<file path="src/rtl/core/bwts_pkg.sv">
// ----------------------------------------------------------------------------
// bwts_pkg
// Types and constants shared by the wake-on-bus throttle supervisor.
// ----------------------------------------------------------------------------
package bwts_pkg;

    // Event codes carried in the cmd field
    localparam logic [2:0] CMD_TICK     = 3'd0;
    localparam logic [2:0] CMD_ARM      = 3'd1;
    localparam logic [2:0] CMD_VERDICT  = 3'd2;
    localparam logic [2:0] CMD_WAKE     = 3'd3;
    localparam logic [2:0] CMD_SLEEP    = 3'd4;
    localparam logic [2:0] CMD_VOLT_OK  = 3'd5;
    localparam logic [2:0] CMD_ECU_OK   = 3'd6;

    // Confirmation verdicts; any other code counts as quiet
    localparam logic [1:0] VERD_CONFIRMED = 2'd0;
    localparam logic [1:0] VERD_STUCK     = 2'd1;

    // Arm outcomes
    localparam logic [1:0] ARM_NONE       = 2'd0;
    localparam logic [1:0] ARM_ARMED      = 2'd1;
    localparam logic [1:0] ARM_SKIP_LOW   = 2'd2;
    localparam logic [1:0] ARM_SKIP_OTHER = 2'd3;

    // Register map (index = byte address / 4)
    localparam int unsigned ADDR_W = 5;
    localparam logic [2:0] REG_FEATURE_ENABLE  = 3'd0;
    localparam logic [2:0] REG_STUCK_LIMIT     = 3'd1;
    localparam logic [2:0] REG_RECOVER_LIMIT   = 3'd2;
    localparam logic [2:0] REG_FRUITLESS_LIMIT = 3'd3;
    localparam logic [2:0] REG_COOLDOWN_TICKS  = 3'd4;

    localparam int unsigned CD_W = 20;

    typedef struct packed {
        logic [2:0] cmd;
        logic       rx_level;
        logic [1:0] verdict;
    } evt_t;

    typedef struct packed {
        logic [1:0] arm_result;
        logic       wake_allowed;
        logic       suppressed_notice;
        logic       fault_now;
        logic       cooldown_active;
        logic [7:0] fruitless_count;
    } res_t;

    typedef struct packed {
        logic            feature_enable;
        logic [7:0]      stuck_limit;
        logic [7:0]      recover_limit;
        logic [7:0]      fruitless_limit;
        logic [CD_W-1:0] cooldown_ticks;
    } cfg_t;

endpackage

</file>
<file path="src/rtl/core/bus_wake_throttle_supervisor_top.sv">
// ----------------------------------------------------------------------------
// bus_wake_throttle_supervisor_top
// Wake-on-bus supervisor: stuck-low fault, wake window proofs and cooldown.
//
//   channel | direction | handshake          | payload
//   evt     | in        | evt_valid/ready    | bwts_pkg::evt_t
//   res     | out       | res_valid/ready    | bwts_pkg::res_t
//   apb     | in/out    | psel/penable/pready| 5-bit paddr, 32-bit data
//
// One event per cycle sustained while results are taken. An accepted event
// is held in the input register, is processed in a single pass and its
// result is registered in the output register when that stage can advance.
// Each event gives one result.
// Reset is asynchronous and active low; no clearing pass is needed.
// A stalled result holds the pipeline; evt_ready drops only when both stages
// are full and res_ready is low.
// ----------------------------------------------------------------------------
module bus_wake_throttle_supervisor_top (
    input  logic                         clk,
    input  logic                         rst_n,
    input  logic                         evt_valid,
    output logic                         evt_ready,
    input  bwts_pkg::evt_t               evt,
    output logic                         res_valid,
    input  logic                         res_ready,
    output bwts_pkg::res_t               res,
    input  logic                         psel,
    input  logic                         penable,
    input  logic                         pwrite,
    input  logic [bwts_pkg::ADDR_W-1:0]  paddr,
    input  logic [31:0]                  pwdata,
    output logic [31:0]                  prdata,
    output logic                         pready
);

    bwts_pkg::cfg_t cfg;
    bwts_pkg::evt_t evt_reg;
    logic           evt_valid_reg;
    bwts_pkg::res_t res_reg;
    bwts_pkg::res_t res_next;
    logic           res_valid_reg;
    logic           advance;

    // Stage handshake
    assign advance   = evt_valid_reg && (!res_valid_reg || res_ready);
    assign evt_ready = !evt_valid_reg || advance;
    assign res_valid = res_valid_reg;
    assign res       = res_reg;

    bwts_regs u_regs (
        .clk     (clk),
        .rst_n   (rst_n),
        .psel    (psel),
        .penable (penable),
        .pwrite  (pwrite),
        .paddr   (paddr),
        .pwdata  (pwdata),
        .prdata  (prdata),
        .pready  (pready),
        .cfg     (cfg)
    );

    bwts_core u_core (
        .clk   (clk),
        .rst_n (rst_n),
        .cfg   (cfg),
        .step  (advance),
        .evt   (evt_reg),
        .res   (res_next)
    );

    // Input register
    always_ff @(posedge clk or negedge rst_n)
    begin
        if (!rst_n)
            evt_valid_reg <= 1'b0;
        else if (evt_ready)
            evt_valid_reg <= evt_valid;
    end

    always_ff @(posedge clk)
    begin
        if (evt_valid && evt_ready)
            evt_reg <= evt;
    end

    // Output register
    always_ff @(posedge clk or negedge rst_n)
    begin
        if (!rst_n)
            res_valid_reg <= 1'b0;
        else if (advance)
            res_valid_reg <= 1'b1;
        else if (res_ready)
            res_valid_reg <= 1'b0;
    end

    always_ff @(posedge clk)
    begin
        if (advance)
            res_reg <= res_next;
    end

endmodule

</file>
<file path="src/rtl/core/bwts_regs.sv">
// ----------------------------------------------------------------------------
// bwts_regs
// APB-style configuration register bank.
// ----------------------------------------------------------------------------
module bwts_regs (
    input  logic                         clk,
    input  logic                         rst_n,
    input  logic                         psel,
    input  logic                         penable,
    input  logic                         pwrite,
    input  logic [bwts_pkg::ADDR_W-1:0]  paddr,
    input  logic [31:0]                  pwdata,
    output logic [31:0]                  prdata,
    output logic                         pready,
    output bwts_pkg::cfg_t               cfg
);

    bwts_pkg::cfg_t cfg_reg;
    logic           wr_en;
    logic [2:0]     reg_idx;

    assign pready  = 1'b1;
    assign wr_en   = psel && penable && pwrite;
    assign reg_idx = paddr[bwts_pkg::ADDR_W-1:2];
    assign cfg     = cfg_reg;

    // Register writes
    always_ff @(posedge clk or negedge rst_n)
    begin
        if (!rst_n)
        begin
            cfg_reg.feature_enable  <= 1'b1;
            cfg_reg.stuck_limit     <= 8'd3;
            cfg_reg.recover_limit   <= 8'd2;
            cfg_reg.fruitless_limit <= 8'd3;
            cfg_reg.cooldown_ticks  <= bwts_pkg::CD_W'(3600);
        end
        else if (wr_en)
        begin
            case (reg_idx)
                bwts_pkg::REG_FEATURE_ENABLE:  cfg_reg.feature_enable  <= pwdata[0];
                bwts_pkg::REG_STUCK_LIMIT:     cfg_reg.stuck_limit     <= pwdata[7:0];
                bwts_pkg::REG_RECOVER_LIMIT:   cfg_reg.recover_limit   <= pwdata[7:0];
                bwts_pkg::REG_FRUITLESS_LIMIT: cfg_reg.fruitless_limit <= pwdata[7:0];
                bwts_pkg::REG_COOLDOWN_TICKS:
                    cfg_reg.cooldown_ticks <= pwdata[bwts_pkg::CD_W-1:0];
                default: ;
            endcase
        end
    end

    // Read mux
    always_comb
    begin
        case (reg_idx)
            bwts_pkg::REG_FEATURE_ENABLE:  prdata = {31'd0, cfg_reg.feature_enable};
            bwts_pkg::REG_STUCK_LIMIT:     prdata = {24'd0, cfg_reg.stuck_limit};
            bwts_pkg::REG_RECOVER_LIMIT:   prdata = {24'd0, cfg_reg.recover_limit};
            bwts_pkg::REG_FRUITLESS_LIMIT: prdata = {24'd0, cfg_reg.fruitless_limit};
            bwts_pkg::REG_COOLDOWN_TICKS:
                prdata = {{(32 - bwts_pkg::CD_W){1'b0}}, cfg_reg.cooldown_ticks};
            default:                       prdata = 32'd0;
        endcase
    end

endmodule

</file>
<file path="src/rtl/core/bwts_core.sv">
// ----------------------------------------------------------------------------
// bwts_core
// Supervisor state and the single-pass event update.
// ----------------------------------------------------------------------------
module bwts_core (
    input  logic            clk,
    input  logic            rst_n,
    input  bwts_pkg::cfg_t  cfg,
    input  logic            step,
    input  bwts_pkg::evt_t  evt,
    output bwts_pkg::res_t  res
);

    logic [7:0]                strike_reg,   strike_next;
    logic [7:0]                clean_reg,    clean_next;
    logic                      fault_reg,    fault_next;
    logic                      notice_reg,   notice_next;
    logic                      window_reg,   window_next;
    logic                      volt_reg,     volt_next;
    logic                      ecu_reg,      ecu_next;
    logic [7:0]                streak_reg,   streak_next;
    logic [bwts_pkg::CD_W-1:0] cd_reg,       cd_next;

    logic [7:0] clean_inc;
    logic [7:0] strike_inc;
    logic [7:0] streak_inc;
    logic       cd_busy;

    assign clean_inc  = (clean_reg  == 8'hFF) ? clean_reg  : clean_reg  + 8'd1;
    assign strike_inc = (strike_reg == 8'hFF) ? strike_reg : strike_reg + 8'd1;
    assign streak_inc = (streak_reg == 8'hFF) ? streak_reg : streak_reg + 8'd1;
    assign cd_busy    = (cd_reg != '0);

    // Next state and result for one event
    always_comb
    begin
        strike_next = strike_reg;
        clean_next  = clean_reg;
        fault_next  = fault_reg;
        notice_next = notice_reg;
        window_next = window_reg;
        volt_next   = volt_reg;
        ecu_next    = ecu_reg;
        streak_next = streak_reg;
        cd_next     = cd_reg;
        res.arm_result        = bwts_pkg::ARM_NONE;
        res.wake_allowed      = 1'b0;
        res.suppressed_notice = 1'b0;

        case (evt.cmd)
            bwts_pkg::CMD_TICK:
            begin
                if (cd_busy)
                    cd_next = cd_reg - bwts_pkg::CD_W'(1);
            end
            bwts_pkg::CMD_ARM:
            begin
                if (!cfg.feature_enable)
                    res.arm_result = bwts_pkg::ARM_SKIP_OTHER;
                else if (fault_reg)
                begin
                    // recovery reading while the fault is latched
                    res.arm_result = bwts_pkg::ARM_SKIP_OTHER;
                    if (evt.rx_level)
                    begin
                        clean_next = clean_inc;
                        if (clean_inc >= cfg.recover_limit)
                        begin
                            fault_next  = 1'b0;
                            strike_next = 8'd0;
                            clean_next  = 8'd0;
                        end
                    end
                    else
                        clean_next = 8'd0;
                end
                else if (cd_busy)
                    res.arm_result = bwts_pkg::ARM_SKIP_OTHER;
                else if (!evt.rx_level)
                    res.arm_result = bwts_pkg::ARM_SKIP_LOW;
                else
                    res.arm_result = bwts_pkg::ARM_ARMED;
            end
            bwts_pkg::CMD_VERDICT:
            begin
                if (evt.verdict == bwts_pkg::VERD_CONFIRMED)
                begin
                    strike_next = 8'd0;
                    if (cd_busy)
                    begin
                        // first suppressed wake of the episode only
                        if (!notice_reg)
                        begin
                            notice_next           = 1'b1;
                            res.suppressed_notice = 1'b1;
                        end
                    end
                    else
                    begin
                        notice_next      = 1'b0;
                        res.wake_allowed = 1'b1;
                    end
                end
                else if (evt.verdict == bwts_pkg::VERD_STUCK)
                begin
                    strike_next = strike_inc;
                    if (strike_inc >= cfg.stuck_limit && !fault_reg)
                    begin
                        fault_next = 1'b1;
                        clean_next = 8'd0;
                    end
                end
                else
                    strike_next = 8'd0;
            end
            bwts_pkg::CMD_WAKE:
            begin
                window_next = 1'b1;
                volt_next   = 1'b0;
                ecu_next    = 1'b0;
            end
            bwts_pkg::CMD_SLEEP:
            begin
                if (window_reg)
                begin
                    window_next = 1'b0;
                    if (volt_reg || ecu_reg)
                    begin
                        streak_next = 8'd0;
                        cd_next     = '0;
                    end
                    else
                    begin
                        // fruitless wake
                        streak_next = streak_inc;
                        if (streak_inc >= cfg.fruitless_limit)
                            cd_next = cfg.cooldown_ticks;
                    end
                end
            end
            bwts_pkg::CMD_VOLT_OK:
            begin
                if (streak_reg != 8'd0)
                begin
                    streak_next = 8'd0;
                    cd_next     = '0;
                end
                if (window_reg)
                    volt_next = 1'b1;
            end
            bwts_pkg::CMD_ECU_OK:
            begin
                if (streak_reg != 8'd0)
                begin
                    streak_next = 8'd0;
                    cd_next     = '0;
                end
                if (window_reg)
                    ecu_next = 1'b1;
            end
            default: ;
        endcase

        res.fault_now       = fault_next;
        res.cooldown_active = (cd_next != '0);
        res.fruitless_count = streak_next;
    end

    // State update on each processed event
    always_ff @(posedge clk or negedge rst_n)
    begin
        if (!rst_n)
        begin
            strike_reg <= 8'd0;
            clean_reg  <= 8'd0;
            fault_reg  <= 1'b0;
            notice_reg <= 1'b0;
            window_reg <= 1'b0;
            volt_reg   <= 1'b0;
            ecu_reg    <= 1'b0;
            streak_reg <= 8'd0;
            cd_reg     <= '0;
        end
        else if (step)
        begin
            strike_reg <= strike_next;
            clean_reg  <= clean_next;
            fault_reg  <= fault_next;
            notice_reg <= notice_next;
            window_reg <= window_next;
            volt_reg   <= volt_next;
            ecu_reg    <= ecu_next;
            streak_reg <= streak_next;
            cd_reg     <= cd_next;
        end
    end

endmodule

</file>
<file path="config.mk">
export PLATFORM = sky130hd
export DESIGN_NAME = bus_wake_throttle_supervisor_top
export DESIGN_NICKNAME = d
export VERILOG_FILES = /design/src/rtl/core/bwts_pkg.sv /design/src/rtl/core/bus_wake_throttle_supervisor_top.sv /design/src/rtl/core/bwts_regs.sv /design/src/rtl/core/bwts_core.sv
export SDC_FILE = /design/constraint.sdc
export NUM_CORES = 1
export LEC_CHECK = 0
export BUFFER_PORTS_ARGS = -buffer_cell sky130_fd_sc_hd__buf_2
export CAP_MARGIN = 20
export CORE_MARGIN = 2
export CORE_UTILIZATION = 39
export CTS_BUF_LIST = sky130_fd_sc_hd__clkbuf_8
export DETAILED_ROUTE_END_ITERATION = 10
export HOLD_SLACK_MARGIN = 0.05
export SETUP_SLACK_MARGIN = 0.15
export SYNTH_ARGS = -nofsm -noshare
export SYNTH_HDL_FRONTEND = slang
export SYNTH_SLANG_ARGS = --single-unit
</file>
<file path="constraint.sdc">
create_clock -name clk -period 3.7 [get_ports clk]
set_input_delay 0.74 -clock clk [delete_from_list [all_inputs] [get_ports clk]]
set_output_delay 0.74 -clock clk [all_outputs]
set_load 0.05 [all_outputs]
</file>
[Yosys cells after proc, flatten, opt, wreduce, memory -nomap -nowiden]
Cells that the tools add are included.
Storage, ports and cells
  register bits: 116
  input bits: 50
  output and inout bits: 49
Cells by class
  add/sub/neg operators: 4
  equal/unequal tests: 23
  reductions and logical operators: 36
  mux-type cells: 50
  order comparisons: 3
Operator list (number)
  two-way mux 8 bit: 19
  two-way mux 20 bit: 5
  case mux 20 bit (5 select lines): 1
  case mux 20 bit (3 select lines): 1
  case mux 8 bit (2 select lines): 3
  nonzero test 20 bit: 2
  adder 8 x 1 -> 8 bit (second input constant): 3
  equality test 8 bit (second input constant): 3
  >= comparator 8 bit: 3
  subtractor 20 x 1 -> 20 bit (second input constant): 1
  AND reduction 2 bit: 7
  two-way mux 1 bit: 13
  equality test 3 x 2 -> 1 bit (second input constant): 4
  equality test 3 bit (second input constant): 4
  inequality test 2 x 1 -> 1 bit (second input constant): 6
  AND reduction 3 bit: 4
  nonzero test 2 bit: 5
  two-way mux 2 bit: 4
  case mux 1 bit (2 select lines): 4
  nonzero test 8 bit: 1
  AND reduction 7 bit: 1
  equality test 3 x 1 -> 1 bit (second input constant): 2
  logical NOT 3 bit: 2
  inequality test 2 bit (second input constant): 3
  other kinds (7): 15

[Logic depth before layout (Yosys ltp)]
Gate-level depths: netlist of run 1.
  depth in word-level cells: 8
  depth in mapped cells: 18
  mapped depth without buffers: 16

[Cells and area by module]
A second synthesis of run 1 with hierarchy kept.
Unflattened totals
  cell total of the unflattened synthesis: 745
  area total of the unflattened synthesis: 7305.8 um2
Modules (own cells, without submodules)
  bwts_core: sequential area each 1226.2 um2, cells each 554, times used 1, area each 4426.7 um2
  bwts_regs: sequential area each 1138.6 um2, cells each 163, times used 1, area each 2174.6 um2
  bus_wake_throttle_supervisor_top: sequential area each 650.6 um2, cells each 28, times used 1, area each 704.4 um2

[Worst setup path before layout of run 1]
OpenSTA, ideal clock, no wires.
  kind: register -> register
  start: reg u_core.streak_reg[0]
  end: reg res_reg (netlist bit res[8]), data pin
  arrival: 3606 ps
  path buffers: 0
  period minus slack after synthesis: 3877 ps
  slack: -177 ps
  cell stages (with the launch flop): 15
  path through: dfrtp_1 > ha_1 > and3_1 > and3_1 > nand3_1 > xnor2_1 > ha_1 > nand2b_1 > a2111o_1 > a211oi_2 > nor3_1 > a221o_2 > or4_4 > nor4_2 > nand4_1
RTL lines
  from (decl): RTL line bwts_core.sv:21  | logic [7:0] streak_reg, streak_next;
  from (signal assigned): RTL line bwts_core.sv:193  | streak_reg <= streak_next;
  to (signal assigned): RTL line bus_wake_throttle_supervisor_top.sv:101  | res_reg <= res_next;
  to (decl): RTL line bus_wake_throttle_supervisor_top.sv:39  | bwts_pkg::res_t res_reg;

==> out/metrics.cfg, run 1 <==
[logic_synthesis]
syn-cell-area_sq_mm = 0.00720
avgSynthCellArea_sq_um = 9.03
synth_most_common_cell = nand2_1
synth_commonest_cells = nand2_1 (127), dfrtp_1 (86), o21ai_0 (81)
synth.distinct_cells = 80
ys_top_cells_by_area = dfrtp_1 (30%), edfxtp_1 (8.3%), nand2_1 (6.6%), mux2_2 (5.6%), o21ai_0 (5.6%)
synth_cells = 797
synth-seq-cells = 116
yosys.area.top_type_share_pct = 29.9
synth_top_cell_by_area = dfrtp_1
synth_edf_count = 20
async_flop_share_pct = 82.8
yosysSeqAreaShare_pct = 41.9
yosysWarnings = 0
ys.flop_type = dfrtp_1

[clock_tree]
postCtsHoldBufs = 0
insertion_delay_ns = 0.46
cts.sink_count = 116
cts_tree = built
clockBufferDepth = 2
clk_pin_slew_ns = 0.09
cts-buffers-inserted = 17
cts.htree.levels = 4
root_buffer = clkbuf_8

[critical_path]
crit_chain = ha_2 > and3_4 > and3_4 > nand3_4 > xnor2_1 > ha_1 > nand2b_1 > a2111o_1 > a211oi_4 > nor3_4 > a221o_2 > or4_4 > nor4_2 > nand4_1
critPathMostFrequentCell = and3_4
crit_fanout = 5
arrival_ns = 3.99
worstPathRequired_ns = 3.89
endpoint_kind = register
worstSetupStartpointType = register
worst_path_max_delay_cell = or4_4
critPathKind = register to register
max_stage_delay_ns = 0.48

[job]
maxCapViolCount = 0

[timing]
skew_ns = 0.0155
period_minus_slack_ns = 3.81
slew_headroom_pct = 34.4
hold_violations = 0
fin_ws_ns = -0.106
drv_slew = 0
fmax_mhz = 263
rsz0062_at_grt = true
timing.setup.tns_ns = -0.106
worst_slew_pin_slew_ns = 0.980
setup_violations = 1
fin_crit_sh_pct = 103

[die]
coreArea_sq_mm = 0.0180
pin_count = 99
row_count = 49
initial_core_util_pct = 39.9
die_h_microns = 140
die_x_microns = 140
dieArea_sq_mm = 0.0196

[route]
routed_wl_microns = 19700
viasPerCell = 5.57
detail-route-antenna-nets = 0
drtPass1Iterations = 8
drc_errors = 0
initialDrtViolationCount = 497
wl_per_cell_microns = 17.5
dr_total_vias = 6305

[placement]
placed_area_sq_mm = 0.00794
dp_cells = 1096
dpl_worst_slack_ns = -0.115
dp_hpwl_microns = 14500
io_buffer_count = 71
routabilityCongestion = 0.927

[power_and_ir_drop]
p_total_mw = 4.81
p_per_area_mw_per_mm2 = 565
p_leak_nw = 3.86
peakVddDrop_v = 0.000302

[global_route]
grt_overflow_total = 0
grt_pass1_wl_microns = 32300
grt_pass1_vias = 6037
grt_max_degree = 55
grt_util_all_layers_pct = 20.9
antenna_found_initial = 0

[finish]
final_layout_size_suffix_gt1_share_pct = 26.3
insertedDiodeCount = 0
fill_cells = 1782
area_growth_pct = 18.2
largest_reg_flops = 45
nNetsFinal = 969
fin_cells = 1131
final_cell_area_sq_mm = 0.00851

[outcome]
violations = negative setup slack
status = finished, violations left

[min_path]
min_path_type = input pin to async pin

[critical path, delay by kind of cell (launching register included)]
kind,cells,cell delay [ns]
adders and majority gates,2,0.42
and+or+nand+nor,8,1.49
xor gates and xnor gates,1,0.18
DFF,1,0.35
AOI/OAI and AO/OA,3,1.11
[power by group]
group	internal [mW]	leakage [nW]	switching [mW]
Clock	0.808	0.229	0.587
Sequential	1.54	1.39	0.280
Combinational	0.647	2.24	0.949
[final cells by class]
cell class	instances	area, sq um	area share [%]
inverter	35	131	1.54
timing repair buffer	109	647	7.60
clock buffer	17	234	2.75
clock inverter	15	226	2.66
multi-input combinational	610	3970	46.6
sequential	116	3020	35.4
tap	229	287	3.37
[layer usage]
metal	vias up	share of wire [%]	routed length (microns)	global-route usage, %
met4	0	2.0	393	6.37
met1	2991	48	9540	30.9
met3	37	6.7	1320	4.51
met5	-	0	0	0
met2	227	43	8490	30.7
li1	3050	-	-	-
[final timing paths]
path	cells after the start	end	slack, ns	start
max	14	res[8]	-0.11	u_core.streak_reg[0]
min	1	u_regs.cfg[43]	0.36	rst_n
max reg2reg	14	res[8]	-0.11	u_core.streak_reg[0]
min reg2reg	1	res_valid	0.50	evt_valid_reg
max in group asynchronous	2	u_regs.cfg[11]	2.47	rst_n
min in group clk	1	evt_reg[2]	0.47	evt[2]
[per-stage QoR]
stage                     util, %  hold slack, ns
final                        47.2           0.363
after global routing         47.2           0.393
after CTS                    46.6           0.377
after detailed placement     44.0           0.488
after global placement       44.0           0.480
after floorplan                 -           0.444
[repair_timing]
action	CTS	global route
setup endpoints to repair	1	24
gates cloned	0	0
resized for setup	2	19
pin swaps	1	10
buffers inserted	0	3
[placed cells by master, fill, tap and decap left out, types with 5 or more instances in the layout]
| master | count |
|---|---|
| ha_1 | 26 |
| a22o_1 | 10 |
| nand2b_1 | 13 |
| bufinv_16 | 5 |
| mux2_2 | 36 |
| conb_1 | 13 |
| a21oi_1 | 24 |
| a21o_1 | 11 |
| clkbuf_8 | 17 |
| nor3_1 | 16 |
| buf_4 | 38 |
| nand2_1 | 127 |
| xnor2_1 | 7 |
| nand3_1 | 26 |
| buf_2 | 70 |
| nor4_1 | 9 |
| o41ai_1 | 5 |
| and2_1 | 9 |
| nand4_1 | 7 |
| and3_1 | 16 |
| or2_2 | 5 |
| o21ai_0 | 78 |
| dfstp_2 | 10 |
| o211ai_1 | 6 |
| dfrtp_1 | 86 |
| nor2_1 | 53 |
| a22oi_1 | 8 |
| inv_1 | 35 |
| o21a_1 | 6 |
| or3_1 | 7 |
| edfxtp_1 | 20 |
[kinds of logic after synthesis]
group	share of synthesized area (%)
other cells	0.104
buf+inv	5.30
compound gates	17.9
flops	41.9
simple gates	22.0
mux	6.36
xor+xnor	1.22
fa+ha+maj	5.21
Power figures use the tool's default switching activity.
==> inputs of run 2 (changes only) <==
--- a/config.mk
+++ b/config.mk
@@ -10,8 +10,9 @@
 export CORE_MARGIN = 2
 export CORE_UTILIZATION = 39
 export CTS_BUF_LIST = sky130_fd_sc_hd__clkbuf_8
+export CTS_CLUSTER_SIZE = 14
 export DETAILED_ROUTE_END_ITERATION = 10
-export HOLD_SLACK_MARGIN = 0.05
+export HOLD_SLACK_MARGIN = 0.03
 export SETUP_SLACK_MARGIN = 0.15
 export SYNTH_ARGS = -nofsm -noshare
 export SYNTH_HDL_FRONTEND = slang
==> constraint.sdc (replaced) <==
create_clock -name clk -period 3.1 [get_ports clk]
set_input_delay 0.62 -clock clk [delete_from_list [all_inputs] [get_ports clk]]
set_output_delay 0.62 -clock clk [all_outputs]
set_load 0.05 [all_outputs]
==> run 2 against run 1 <==
The run still ends with negative setup slack left. Setup slack got worse by 0.56 ns. Final area grew 9.3%. Maximum frequency rose by 1.2%. Flip-flop and latch count is the same. Die area stayed put. Worst hold slack got worse by 0.28 ns. Combinational power up 41%. Sequential power is 18% higher.
==> out/metrics.cfg, run 2 (synthesis results as in run 1) <==
[timing]
setup_violations = 20  ; +19
rsz0062_at_grt = true
fmax_mhz = 266  ; +1.2%
drv_slew = 0  ; unchanged
skew_ns = 0.00928  ; -0.00620 ns
hold_violations = 0  ; unchanged
period_minus_slack_ns = 3.76  ; -0.0437 ns
fin_crit_sh_pct = 121  ; +18 points
worst_slew_pin_slew_ns = 0.984  ; +0.00410 ns
fin_ws_ns = -0.662  ; -0.556 ns
slew_headroom_pct = 34.1  ; -0.27 points

[finish]
final_cell_area_sq_mm = 0.00930  ; +9.3%
final_common_cell = nand2_1
fin_cells = 1196  ; +5.7%
fin_util_pct = 51.6  ; +4.4 points
final_cell_mix = nand2_1 (117), buf_4 (90), dfrtp_1 (84)
nNetsFinal = 1034  ; +6.7%
area_growth_pct = 29.2
insertedDiodeCount = 0  ; unchanged
largest_reg_flops = 45  ; unchanged
final_layout_size_suffix_gt1_share_pct = 35.7  ; +9.4 points

[die]
initial_core_util_pct = 39.9  ; unchanged
die_x_microns = 140  ; unchanged
pin_count = 99  ; unchanged
die_h_microns = 140  ; unchanged
dieArea_sq_mm = 0.0196  ; unchanged
row_count = 49  ; unchanged
coreArea_sq_mm = 0.0180  ; unchanged

[route]
detail-route-antenna-nets = 0  ; unchanged
drc_errors = 0  ; unchanged
dr_total_vias = 6552  ; +3.9%
drtPass1Iterations = 5  ; -3
routed_wl_microns = 21300  ; +7.8%
initialDrtViolationCount = 508  ; +2.2%
viasPerCell = 5.48  ; -1.7%
wl_per_cell_microns = 17.8  ; +1.9%

[clock_tree]
cts.htree.levels = 4  ; unchanged
postCtsHoldBufs = 0  ; unchanged
root_buffer = clkbuf_8
clockBufferDepth = 2  ; unchanged
cts-buffers-inserted = 17  ; unchanged
cts_tree = built
insertion_delay_ns = 0.45  ; about the same
cts.sink_count = 116  ; unchanged
clk_pin_slew_ns = 0.08  ; about the same

[placement]
routabilityCongestion = 0.933  ; +0.65%
placed_area_sq_mm = 0.00832  ; +4.8%
dp_cells = 1137  ; +3.7%
io_buffer_count = 71  ; unchanged
dp_hpwl_microns = 15300  ; +5.3%

[critical_path]
endpoint_kind = register
arrival_ns = 3.96  ; -0.03 ns
startpoint = u_core.streak_reg[1]
crit_fanout = 6  ; +1
ff2ff_setup_slack_ns = -0.66  ; -0.56 ns
worstPathRequired_ns = 3.30  ; -0.59 ns
r2r-start = u_core.streak_reg[1]
worstSetupStartpointType = register
crit_path_end = res[8]
worstReg2RegEnd = res[8]
max_stage_delay_ns = 0.52  ; +0.04 ns
worst_path_max_delay_cell = or4_4
critPathKind = register to register
reg2reg_depth = 14  ; unchanged
crit_chain = ha_4 > and3_4 > and3_4 > nand3_4 > xnor2_2 > ha_1 > nand2b_4 > a2111o_1 > a211oi_2 > nor3_2 > a221o_2 > or4_4 > nor4_2 > nand4_1
critPathMostFrequentCell = and3_4

[power_and_ir_drop]
peakVddDrop_v = 0.000382  ; +27%
p_per_area_mw_per_mm2 = 634  ; +12%
p_leak_nw = 4.31  ; +12%

[global_route]
grt_overflow_total = 0  ; unchanged
grt_pass1_wl_microns = 33600  ; +3.9%
grt_max_degree = 73  ; +33%
antenna_found_initial = 0  ; unchanged
grt_util_all_layers_pct = 21.9  ; +0.97 points
grt_pass1_vias = 6242  ; +3.4%

[outcome]
status = finished, violations left
violations = negative setup slack

[min_path]
min_path_type = input pin to async pin

[job]
maxCapViolCount = 0  ; unchanged

[run 2: changes by cell type in the layout (fill, tap and decap cells not counted), sizes merged]
| cell | before | now |
|---|---|---|
| buf | 109 | 174 |
| bufinv | 5 | 3 |
| inv | 39 | 40 |
| clkinvlp | 2 | 3 |
[run 2: metal layers]
metal,up-vias,routed length [microns],GRT usage (%)
li1,3172,-,-
met1,3172,10100,31.3
met2,183,9630,33.5
met3,25,1230,5.37
met4,0,316,5.21
met5,-,0,0
[run 2: how the worst min path moves through the flow]
stage | slack [ns] | end | from
2_1_floorplan | 0.32 | evt_valid_reg | rst_n
3_3_place_gp | 0.50 | res_valid | evt_valid_reg
3_5_place_dp | 0.49 | res_valid | evt_valid_reg
4_1_cts | 0.1 | u_core.streak_reg[5] | rst_n
5_1_grt | 0.09 | u_core.streak_reg[3] | rst_n
6_report | 0.08 | u_core.streak_reg[5] | rst_n
[run 2: critical path: cells and delay by family, from the launching register on]
kind / cells / cell delay [ns]
DFF: 1 / 0.40
xor gates and xnor gates: 1 / 0.17
and+or+nand+nor: 8 / 1.51
AOI/OAI and AO/OA: 3 / 1.00
adders and majority gates: 2 / 0.42
[run 2: what timing repair did]
item | CTS | global route
cloned | 1 | 0
setup endpoints to repair | 29 | 38
pin swaps | 11 | 26
buffers inserted | 15 | 11
gates resized for setup | 34 | 52
[run 2: through the flow]
stage	TNS, ns	setup slack [ns]	hold slack (ns)	power (mW)
final	-4.02	-0.662	0.0842	5.90
after global placement	-2.43	-0.646	0.495	4.21
after CTS	-3.66	-0.655	0.0961	5.83
after floorplan	-0.957	-0.653	0.324	3.48
after global routing	-7.11	-0.828	0.0932	6.23
after detailed placement	-3.03	-0.699	0.487	4.22
[run 2: cell type report]
cell class | count | area, sq um
clock buffers | 17 | 234
clock inverters | 15 | 175
well taps | 229 | 287
repair buffers | 174 | 1200
inverters | 35 | 131
flip-flops and latches | 116 | 3020
fillers | 1720 | 8720
multi-input cells | 610 | 4260
[run 2: power by group]
| group | switching, mW | internal [mW] | total [mW] |
|---|---|---|---|
| registers | 0.303 | 1.83 | 2.14 |
| clock network | 0.705 | 0.799 | 1.50 |
| logic | 1.28 | 0.980 | 2.26 |
| total | 2.28 | 3.61 | 5.90 |
==> inputs of run 3 (changes only) <==
--- a/config.mk
+++ b/config.mk
@@ -5,6 +5,7 @@
 export SDC_FILE = /design/constraint.sdc
 export NUM_CORES = 1
 export LEC_CHECK = 0
+export ABC_AREA = 1
 export BUFFER_PORTS_ARGS = -buffer_cell sky130_fd_sc_hd__buf_2
 export CAP_MARGIN = 20
 export CORE_MARGIN = 2
==> run 3 against run 2 <==
The run still ends with negative setup slack left. Clock power fell by 5%. Worst hold slack better by 0.10 ns. Sequential power grew 10%. First-iteration DRC count decreased by 21%. Setup slack gained 0.64 ns. Highest routed layer unchanged. Maximum frequency grew 20%. Global-route usage decreased by 2.0 points. Critical path type unchanged.
==> out/metrics.cfg, run 3 <==
[clock_tree]
cts.htree.levels = 4  ; unchanged
postCtsHoldBufs = 0  ; unchanged
clk_pin_slew_ns = 0.08  ; about the same
insertion_delay_ns = 0.45  ; about the same
clockBufferDepth = 2  ; unchanged
root_buffer = clkbuf_8
cts-buffers-inserted = 17  ; unchanged
cts.sink_count = 116  ; unchanged
cts_tree = built

[power_and_ir_drop]
power.share.clock_pct = 19.2  ; -6.3 points
switching_power_mw = 3.37  ; +47%
peakVddDrop_v = 0.000406  ; +6.1%
pwr-share-seq_pct = 31.7  ; -4.5 points
p_per_area_mw_per_mm2 = 811  ; +28%
switching_share_pct = 45.3  ; +6.6 points
p_leak_nw = 4.50  ; +4.6%
combPwrFrac_pct = 49.0  ; +11 points
p_int_mw = 4.06  ; +12%
p_total_mw = 7.43  ; +26%

[timing]
drv_slew = 0  ; unchanged
setup_violations = 1  ; -95%
timing.setup.tns_ns = -0.0241  ; +3.99 ns
fmax_mhz = 320  ; +20%
rsz0062_at_grt = true
fin_crit_sh_pct = 101  ; -21 points
slew_headroom_pct = 58.9  ; +25 points
fin_ws_ns = -0.0241  ; +0.638 ns
hold_violations = 0  ; unchanged
period_minus_slack_ns = 3.12  ; -0.638 ns
worst_slew_pin_slew_ns = 0.617  ; -0.368 ns
skew_ns = 0.0123  ; +0.00303 ns

[outcome]
status = finished, violations left
violations = negative setup slack

[finish]
area_growth_pct = 21.7
fill_cells = 1855  ; +7.8%
largest_reg_flops = 45  ; unchanged
fin_util_pct = 48.7  ; -2.9 points
insertedDiodeCount = 0  ; unchanged
final_common_cell = nand2_1
final_layout_size_suffix_gt1_share_pct = 22.2  ; -14 points
final_cell_mix = nand2_1 (283), inv_1 (127), o21ai_0 (85), dfrtp_1 (85), nor2_1 (80)
fin_cells = 1411  ; +18%
nNetsFinal = 1218  ; +18%

[placement]
dpl_worst_slack_ns = -0.0694  ; +0.630 ns
routabilityCongestion = 0.838  ; -10%
dp_cells = 1366  ; +20%
io_buffer_count = 71  ; unchanged
dp_hpwl_microns = 14500  ; -4.7%

[logic_synthesis]
async_flop_share_pct = 82.8  ; unchanged
syn-cell-area_sq_mm = 0.00753  ; +4.6%
synth_top_cell_by_area = dfrtp_1
ys_top_cells_by_area = dfrtp_1 (29%), nand2_1 (14%), edfxtp_1 (8.0%), inv_1 (6.4%), o21ai_0 (6.0%)
avgSynthCellArea_sq_um = 7.29  ; -19%
synth_commonest_cells = nand2_1 (290), inv_1 (129), o21ai_0 (90)
yosysSeqAreaShare_pct = 40.0  ; -1.9 points
ys.flop_type = dfrtp_1
yosysWarnings = 0  ; unchanged
yosys.area.top_type_share_pct = 28.6  ; -1.3 points
synth-seq-cells = 116  ; unchanged
synth.distinct_cells = 55  ; -31%
synth_most_common_cell = nand2_1
synth_cells = 1033  ; +30%
synth_edf_count = 20  ; unchanged

[die]
initial_core_util_pct = 40.0  ; +0.059 points
die_h_microns = 143  ; +2.2%
die_x_microns = 143  ; +2.2%
pin_count = 99  ; unchanged
coreArea_sq_mm = 0.0188  ; +4.5%
row_count = 50  ; +2.0%
dieArea_sq_mm = 0.0204  ; +4.5%

[critical_path]
worstPathRequired_ns = 3.30  ; about the same
arrival_ns = 3.32  ; -0.64 ns
endpoint_kind = register
critPathKind = register to register
worstSetupStartpointType = register
crit_fanout = 8  ; +2

[min_path]
min_path_type = input pin to async pin

[route]
detail-route-antenna-nets = 0  ; unchanged
drc_errors = 0  ; unchanged
routed_wl_microns = 20000  ; -5.9%
initialDrtViolationCount = 402  ; -21%
drtPass1Iterations = 5  ; unchanged
viasPerCell = 4.91  ; -10%
wl_per_cell_microns = 14.2  ; -20%
dr_total_vias = 6933  ; +5.8%

[job]
maxCapViolCount = 0  ; unchanged

[global_route]
grt_max_degree = 54  ; -26%
grt_pass1_vias = 6401  ; +2.5%
grt_util_all_layers_pct = 19.9  ; -2.0 points
grt_pass1_wl_microns = 31900  ; -4.9%
grt_overflow_total = 0  ; unchanged
antenna_found_initial = 0  ; unchanged

-- run 3: repair_timing --
item                                    in CTS  in global routing
pin swaps                                    7                 28
gates resized for setup                     16                 59
gates cloned                                 0                  3
endpoints found under the setup margin       9                 39
buffers inserted                             3                  7
-- run 3: layout make-up --
class / instances / area [sq um] / share of cell area [%]
Timing Repair inverter: 1 / 5.00 / 0.0546
Inverter: 143 / 546 / 5.95
Clock inverter: 15 / 165 / 1.80
Sequential cell: 116 / 3020 / 32.9
Timing Repair Buffer: 114 / 790 / 8.61
Tap cell: 260 / 325 / 3.55
Multi-Input combinational cell: 745 / 4090 / 44.6
Clock buffer: 17 / 234 / 2.55
-- run 3: cell families after synthesis --
kind of cell,after synthesis,synth area share [%]
AND/OR/NAND/NOR,497,29.0
buffers and inverters,183,10.2
adder cells (fa/ha/maj),30,4.98
flip-flops,116,40.0
XOR/XNOR,11,1.28
other,2,0.0997
AO/OA/AOI/OAI,193,14.3
multiplexers,1,0.133
-- run 3: metal layers --
| metal | vias to the layer above | track usage [%] | wire, microns |
|---|---|---|---|
| li1 | 3551 | - | - |
| met1 | 3201 | 27.6 | 9630 |
| met2 | 157 | 31.6 | 9230 |
| met3 | 24 | 3.99 | 845 |
| met4 | 0 | 5.68 | 338 |
| met5 | - | 0 | 0 |
-- run 3: power groups by stage --
stage,Clock (mW),Combinational [mW],Sequential (mW)
final,1.43,3.65,2.36
after global routing,1.54,4.08,2.41
after CTS,1.46,3.38,2.34
after detailed placement,0,3.29,2.36
after global placement,0,3.25,2.36
after floorplan,0,2.33,2.36
-- run 3: final timing paths --
kind	startpoint	endpoint	slack [ns]	cells after the start
setup reg to reg	u_core.streak_reg[1]	res[8]	-0.02	20
max in group asynchronous	rst_n	u_regs.cfg[9]	2.15	2
min in group clk	evt[2]	evt_reg[2]	0.35	1
hold reg to reg	u_regs.cfg[39]	u_regs.cfg[39]	0.49	2
hold / removal	rst_n	u_core.strike_reg[7]	0.19	1
setup / recovery	u_core.streak_reg[1]	res[8]	-0.02	20
-- run 3: per-stage QoR --
stage / cell area, sq um / hold WS [ns]
finish: 9170 / 0.188
global placement: 8330 / 0.467
global route: 9170 / 0.211
CTS: 8810 / 0.194
floorplan: 7570 / 0.324
detailed placement: 8330 / 0.476
-- run 3: critical path: stages (launching register included) --
cell and delay, ns:
dfrtp_1 0.39, ha_2 0.21, nand3_4 0.10, nor2_4 0.05
nand4_4 0.13, buf_4 0.13, nand3_1 0.09, ha_1 0.31
nand2_1 0.09, nor2_2 0.15, nor2_4 0.07, buf_4 0.15
nand3_4 0.09, nand2_4 0.09, clkbuf_16 0.20, nand2_1 0.05
o21ai_0 0.07, a21oi_1 0.18, nand2_1 0.10, nor2_2 0.14
nand3_1 0.10
